File: src/hw/rtl/bfa_pkg.sv
// Shared types and constants for the bitmap frame allocator.
// Used by bfa_ctrl, bfa_dp and bitmap_frame_allocator; no dependencies.
package bfa_pkg;

  localparam int FRAME_W         = 14;
  localparam int FRAME_LIMIT     = 16384;
  localparam int WORD_BITS       = 32;
  localparam int BIT_W           = 5;
  localparam int CFG_IDX_W       = 2;
  localparam int CFG_DATA_W      = 14;
  localparam int MAP_WORDS_DEF   = 256;
  localparam int START_FRAME_DEF = 512;

  localparam logic [FRAME_W-1:0] POOL_FIRST_RST = FRAME_W'(512);
  localparam logic [FRAME_W-1:0] POOL_COUNT_RST = FRAME_W'(8192);

  typedef enum logic [CFG_IDX_W-1:0] {
    REG_POOL_FIRST = 2'd0,
    REG_POOL_COUNT = 2'd1,
    REG_SPARE2     = 2'd2,
    REG_SPARE3     = 2'd3
  } cfg_reg_t;

  typedef enum logic [1:0] {
    ACT_ALLOC   = 2'd0,
    ACT_RELEASE = 2'd1,
    ACT_MARK    = 2'd2,
    ACT_NONE    = 2'd3
  } act_t;

  typedef struct packed {
    act_t               action;
    logic [FRAME_W-1:0] frame;
    logic [FRAME_W-1:0] count;
  } in_word_t;

  typedef struct packed {
    logic [FRAME_W-1:0] alloc_frame;
    logic               ok;
  } out_word_t;

  typedef enum logic [2:0] {
    ST_CLEAR,
    ST_IDLE,
    ST_SETUP,
    ST_SCAN,
    ST_RESP
  } state_t;

  typedef struct packed {
    logic clr_step;
    logic load_item;
    logic setup;
    logic rd_issue;
    logic eval;
    logic load_out;
  } cmd_t;

  typedef struct packed {
    logic clr_last;
    act_t op;
    logic empty;
    logic rd_more;
    logic ev_vld;
    logic ev_last;
    logic found;
  } sts_t;

endpackage

File: src/hw/rtl/bfa_ctrl.sv
// Controller FSM for the bitmap frame allocator: clear pass, item intake,
// word scan sequencing and result hand-off. Depends on bfa_pkg.
module bfa_ctrl
  import bfa_pkg::*;
(
  input  logic clk,
  input  logic rst_n,
  input  logic in_valid,
  output logic in_ready,
  output logic out_valid,
  input  logic out_ready,
  input  sts_t sts,
  output cmd_t cmd
);

  state_t state_r, state_nxt;
  logic   out_valid_r, out_valid_nxt;

  always_ff @(posedge clk) begin
    if (!rst_n) begin
      state_r     <= ST_CLEAR;
      out_valid_r <= 1'b0;
    end else begin
      state_r     <= state_nxt;
      out_valid_r <= out_valid_nxt;
    end
  end

  always_comb begin
    state_nxt = state_r;
    cmd       = '0;
    in_ready  = 1'b0;
    unique case (state_r)
      ST_CLEAR: begin
        cmd.clr_step = 1'b1;
        if (sts.clr_last) state_nxt = ST_IDLE;
      end
      ST_IDLE: begin
        in_ready = 1'b1;
        if (in_valid) begin
          cmd.load_item = 1'b1;
          state_nxt     = ST_SETUP;
        end
      end
      ST_SETUP: begin
        cmd.setup = 1'b1;
        if (sts.op == ACT_NONE || sts.empty) state_nxt = ST_RESP;
        else                                 state_nxt = ST_SCAN;
      end
      ST_SCAN: begin
        cmd.rd_issue = sts.rd_more;
        if (sts.ev_vld) begin
          cmd.eval = 1'b1;
          if ((sts.op == ACT_ALLOC && sts.found) || sts.ev_last) state_nxt = ST_RESP;
        end
      end
      ST_RESP: begin
        if (!out_valid_r || out_ready) begin
          cmd.load_out = 1'b1;
          state_nxt    = ST_IDLE;
        end
      end
      default: state_nxt = ST_CLEAR;
    endcase
  end

  assign out_valid_nxt = cmd.load_out | (out_valid_r & ~out_ready);
  assign out_valid     = out_valid_r;

endmodule

File: config.mk
export PLATFORM = sky130hd
export DESIGN_NAME = bfa_ctrl
export DESIGN_NICKNAME = d
export VERILOG_FILES = /design/src/hw/rtl/bfa_pkg.sv /design/src/hw/rtl/bfa_ctrl.sv
export SDC_FILE = /design/constraint.sdc
export NUM_CORES = 1
export LEC_CHECK = 0
export BUFFER_PORTS_ARGS = -buffer_cell sky130_fd_sc_hd__buf_2
export CAP_MARGIN = 20
export CORE_AREA = 2 2 39 41
export DETAILED_ROUTE_END_ITERATION = 16
export DIE_AREA = 0 0 41 43
export GPL_TIMING_DRIVEN = 0
export HOLD_SLACK_MARGIN = 0.08
export PLACE_DENSITY = 0.51
export SLEW_MARGIN = 0
export SYNTH_ARGS = -nofsm -noshare
export SYNTH_HDL_FRONTEND = slang
export SYNTH_SLANG_ARGS = --single-unit
File: constraint.sdc
create_clock -name clk -period 1 [get_ports clk]
set_input_delay 0.2 -clock clk [delete_from_list [all_inputs] [get_ports clk]]
set_output_delay 0.2 -clock clk [all_outputs]
set_load 0.05 [all_outputs]
==> reports/qor.log <==
qor: placement.dp.cells 74
qor: global_route.antenna_violations_before_repair 0
qor: hold_path.whs_endpoint state_r[2]$_SDFFE_PN0P_
qor: placement.gp_congestion 0.700
qor: global_route.global_route.overflow_total 0
qor: synthesis.yosys_warnings 0
qor: status.result_of_the_run finished, violations left
qor: finish.finish.net_count 87
qor: clock_tree.cts_max_level 1
qor: power_and_ir_drop.combinationalPowerShare 0.524
qor: global_route.wire_length_of_the_first_global_routing_pass 1.59 mm
qor: detailed_routing.detailroute.via_count 423
qor: worst_setup_path.reg2reg_slack -0.37 ns
qor: worst_setup_path.timing.rr.end state_r[2]$_SDFFE_PN0P_
qor: detailed_routing.routed.top_layer met4
qor: worst_setup_path.timing.critical_path.fanout_max 7
qor: synthesis.syn-num-nets 51
qor: synthesis.post_synth_main_area_contributors dfxtp_1, a21oi_1, a311oi_1
qor: detailed_routing.drc_errors 0
qor: worst_setup_path.worst-setup-path-type flip-flop to output port
qor: power_and_ir_drop.cell_internal_pwr 538 uW
qor: floorplan.floorplan.die_area 1760 sq um
qor: finish.area_growth 141%
qor: timing.slew_headroom 0.754
qor: floorplan.placementRows 14
qor: detailed_routing.detail_route.iter0.violations 12
qor: clock_tree.clock-root-buffer clkbuf_4
qor: timing.rsz0062_at_grt yes
qor: timing.final.setup_skew 0.00599 ns
qor: timing.worstMarginPinSlew 0.369 ns
qor: placement.portBuffers 19
qor: synthesis.synth.largest_area_cell dfxtp_1
qor: worst_setup_path.startpoint_type flip-flop
qor: clock_tree.total_clock_buffers_created_by_cts 3
qor: synthesis.yosys.area.top_type_share 0.260
qor: detailed_routing.routed-wl-met2 562 um
qor: clock_tree.clock_latency 0.24 ns
qor: timing.finalSetupViolations 11
qor: hold_path.holdPathStages 2
qor: status.failed_checks setup timing
qor: global_route.grt_pass1_vias 414
qor: detailed_routing.detailroute.wirelength.met3 57 um
qor: clock_tree.clkTransAtPathRegs 0.04 ns
qor: worst_setup_path.critical_path_arrival 1.27 ns
qor: timing.post-route-period-util 1.47
qor: clock_tree.tritoncts_num_sinks 4
qor: global_route.pin_count_of_the_biggest_net_entering_global_routing 8
qor: floorplan.die_h 43 um
qor: placement.place_hpwl 620 um
qor: synthesis.ys_ff_latch 4
qor: synthesis.yosysSeqAreaShare 0.260
qor: synthesis.yosys.cell_types.count 25
qor: clock_tree.clock_tree.buffer_depth 2
qor: worst_setup_path.worstRegToRegCells 6
qor: timing.hold_ws 0.178 ns
qor: synthesis.cell_count_after_synthesis 39
qor: timing.fin_ws -0.472 ns
qor: power_and_ir_drop.swShare 0.374
qor: hold_path.timing.hold.worst.start rst_n
qor: synthesis.post_synth_instance_area 308 sq um
qor: finish.antennaDiodeCount 0
qor: finish.post_route_cells_drive_above_1_share 0.824
qor: worst_setup_path.crit_path_end_kind output port
qor: power_and_ir_drop.ir_worst_vdd 0.000929 V
qor: detailed_routing.wl_per_cell 12.2 um
qor: power_and_ir_drop.p_clk_frac 0.260
qor: power_and_ir_drop.power.sequential.fraction 0.216
qor: flow_run.maxCapViolations 0
qor: timing.slew_viol_final 0
qor: clock_tree.cts_tree built
qor: global_route.track_usage 0.134
qor: detailed_routing.firstDrtPassIters 4
qor: detailed_routing.route.detailed.vias_per_inst 4.70
qor: worst_setup_path.r2r_start state_r[1]$_SDFFE_PN0P_
qor: power_and_ir_drop.leakagePower 0.317 nW
qor: floorplan.coreArea 1380 sq um
qor: detailed_routing.routed_wl 1.10 mm
qor: power_and_ir_drop.power_density 1160 nW/um^2
qor: detailed_routing.drt-met1-wl 461 um
qor: finish.final_cell_mix buf_6, buf_2, buf_4
qor: floorplan.die_outline_width 41 um
qor: detailed_routing.ant_nets 0
qor: power_and_ir_drop.reported_net_switching_power 322 uW
qor: timing.achievable-frequency 0.679 GHz
qor: timing.timing_hold_violations_final 0
qor: timing.min_period 1.47 ns
qor: hold_path.hold_path.class input port to flip-flop
qor: clock_tree.ctsHoldBuffers 0
qor: synthesis.synth.avg_cell_area 7.89 sq um
qor: floorplan.io_pins 20
qor: finish.post_layout_nonfiller_instances 90
qor: worst_setup_path.critPathRequiredTime 0.80 ns
qor: floorplan.initial_core_util 0.222
[registers in the layout (all words and copies together), names as in the netlist]
| register | cells |
|---|---|
| out_valid | 1 |
| state_r | 3 |
[routing by layer]
metal | global-route usage | up-vias
li1 | - | 216
met4 | 0.0867 | 0
met5 | 0 | -
met3 | 0.0681 | 4
met2 | 0.188 | 17
met1 | 0.154 | 186
[power groups by stage]
stage               Clock (mW)  Combinational (mW)  Sequential, mW
finish                   0.224               0.451           0.186
detailed placement           0               0.295           0.181
floorplan                    0               0.225           0.184
global placement             0               0.295           0.181
global route             0.255               0.479           0.188
CTS                      0.237               0.398           0.179
[logic make-up (layout without fill, tap and decap cells)]
kind of cell	Yosys count	after routing	synth area share
and+or+nand+nor	18	18	0.370
AOI/OAI and AO/OA	12	12	0.268
buffers and inverters	5	40	0.102
DFF	4	4	0.260
[cells in the mapped netlist, drive strengths merged]
library cell  instances
or3b                  1
buf                   3
and3                  2
dfxtp                 4
a211oi                2
inv                   2
a311oi                2
nor4                  1
a21oi                 4
nor2                  4
a31oi                 1
and2                  1
or2b                  1
and2b                 1
nor2b                 2
o31ai                 1
a211o                 1
nand2b                1
nor3                  2
nand2                 1
o21a                  1
nand4bb               1
[cell type report]
class | count | area (sq um)
Tap cell | 16 | 20.0
Timing Repair Buffer | 33 | 280
Sequential cell | 4 | 92.6
Clock buffer | 4 | 26.3
Buffer | 1 | 11.3
Fill cell | 129 | 641
Multi-Input combinational cell | 30 | 303
Inverter | 2 | 10.0
[worst max-delay path by stage]
stage | end | from | cells after the start | slack (ns)
2_1_floorplan | cmd[4] | state_r[0]$_SDFFE_PN0P_ | 4 | -0.49
3_3_place_gp | cmd[0] | state_r[2]$_SDFFE_PN0P_ | 4 | -0.40
3_5_place_dp | cmd[0] | state_r[1]$_SDFFE_PN0P_ | 4 | -0.40
4_1_cts | cmd[0] | state_r[2]$_SDFFE_PN0P_ | 4 | -0.50
5_1_grt | cmd[0] | state_r[1]$_SDFFE_PN0P_ | 3 | -0.51
6_report | cmd[0] | state_r[1]$_SDFFE_PN0P_ | 3 | -0.47
[per-stage QoR]
step                setup TNS [ns]  worst slack [ns]   util  instance area (sq um)  power [mW]
floorplan                    -2.11            -0.491      -                    365       0.410
global placement             -1.96            -0.404  0.347                    480       0.476
detailed placement           -2.00            -0.404  0.347                    480       0.477
CTS                          -3.62            -0.495  0.484                    669       0.813
global route                 -4.06            -0.506  0.537                    743       0.922
finish                       -3.45            -0.472  0.537                    743       0.861
[critical path: stages (launching register included)]
cell     delay [ns]
dfxtp_4        0.36
or3b_4         0.41
nor2_4         0.11
buf_6          0.15
[repair_timing]
action	in CTS	in global routing
gates resized for setup	23	17
setup buffers	11	3
pin swaps	9	10
hold endpoints to repair	0	0
setup endpoints to repair	11	12
No activity file was read; power rests on OpenSTA's default activity.
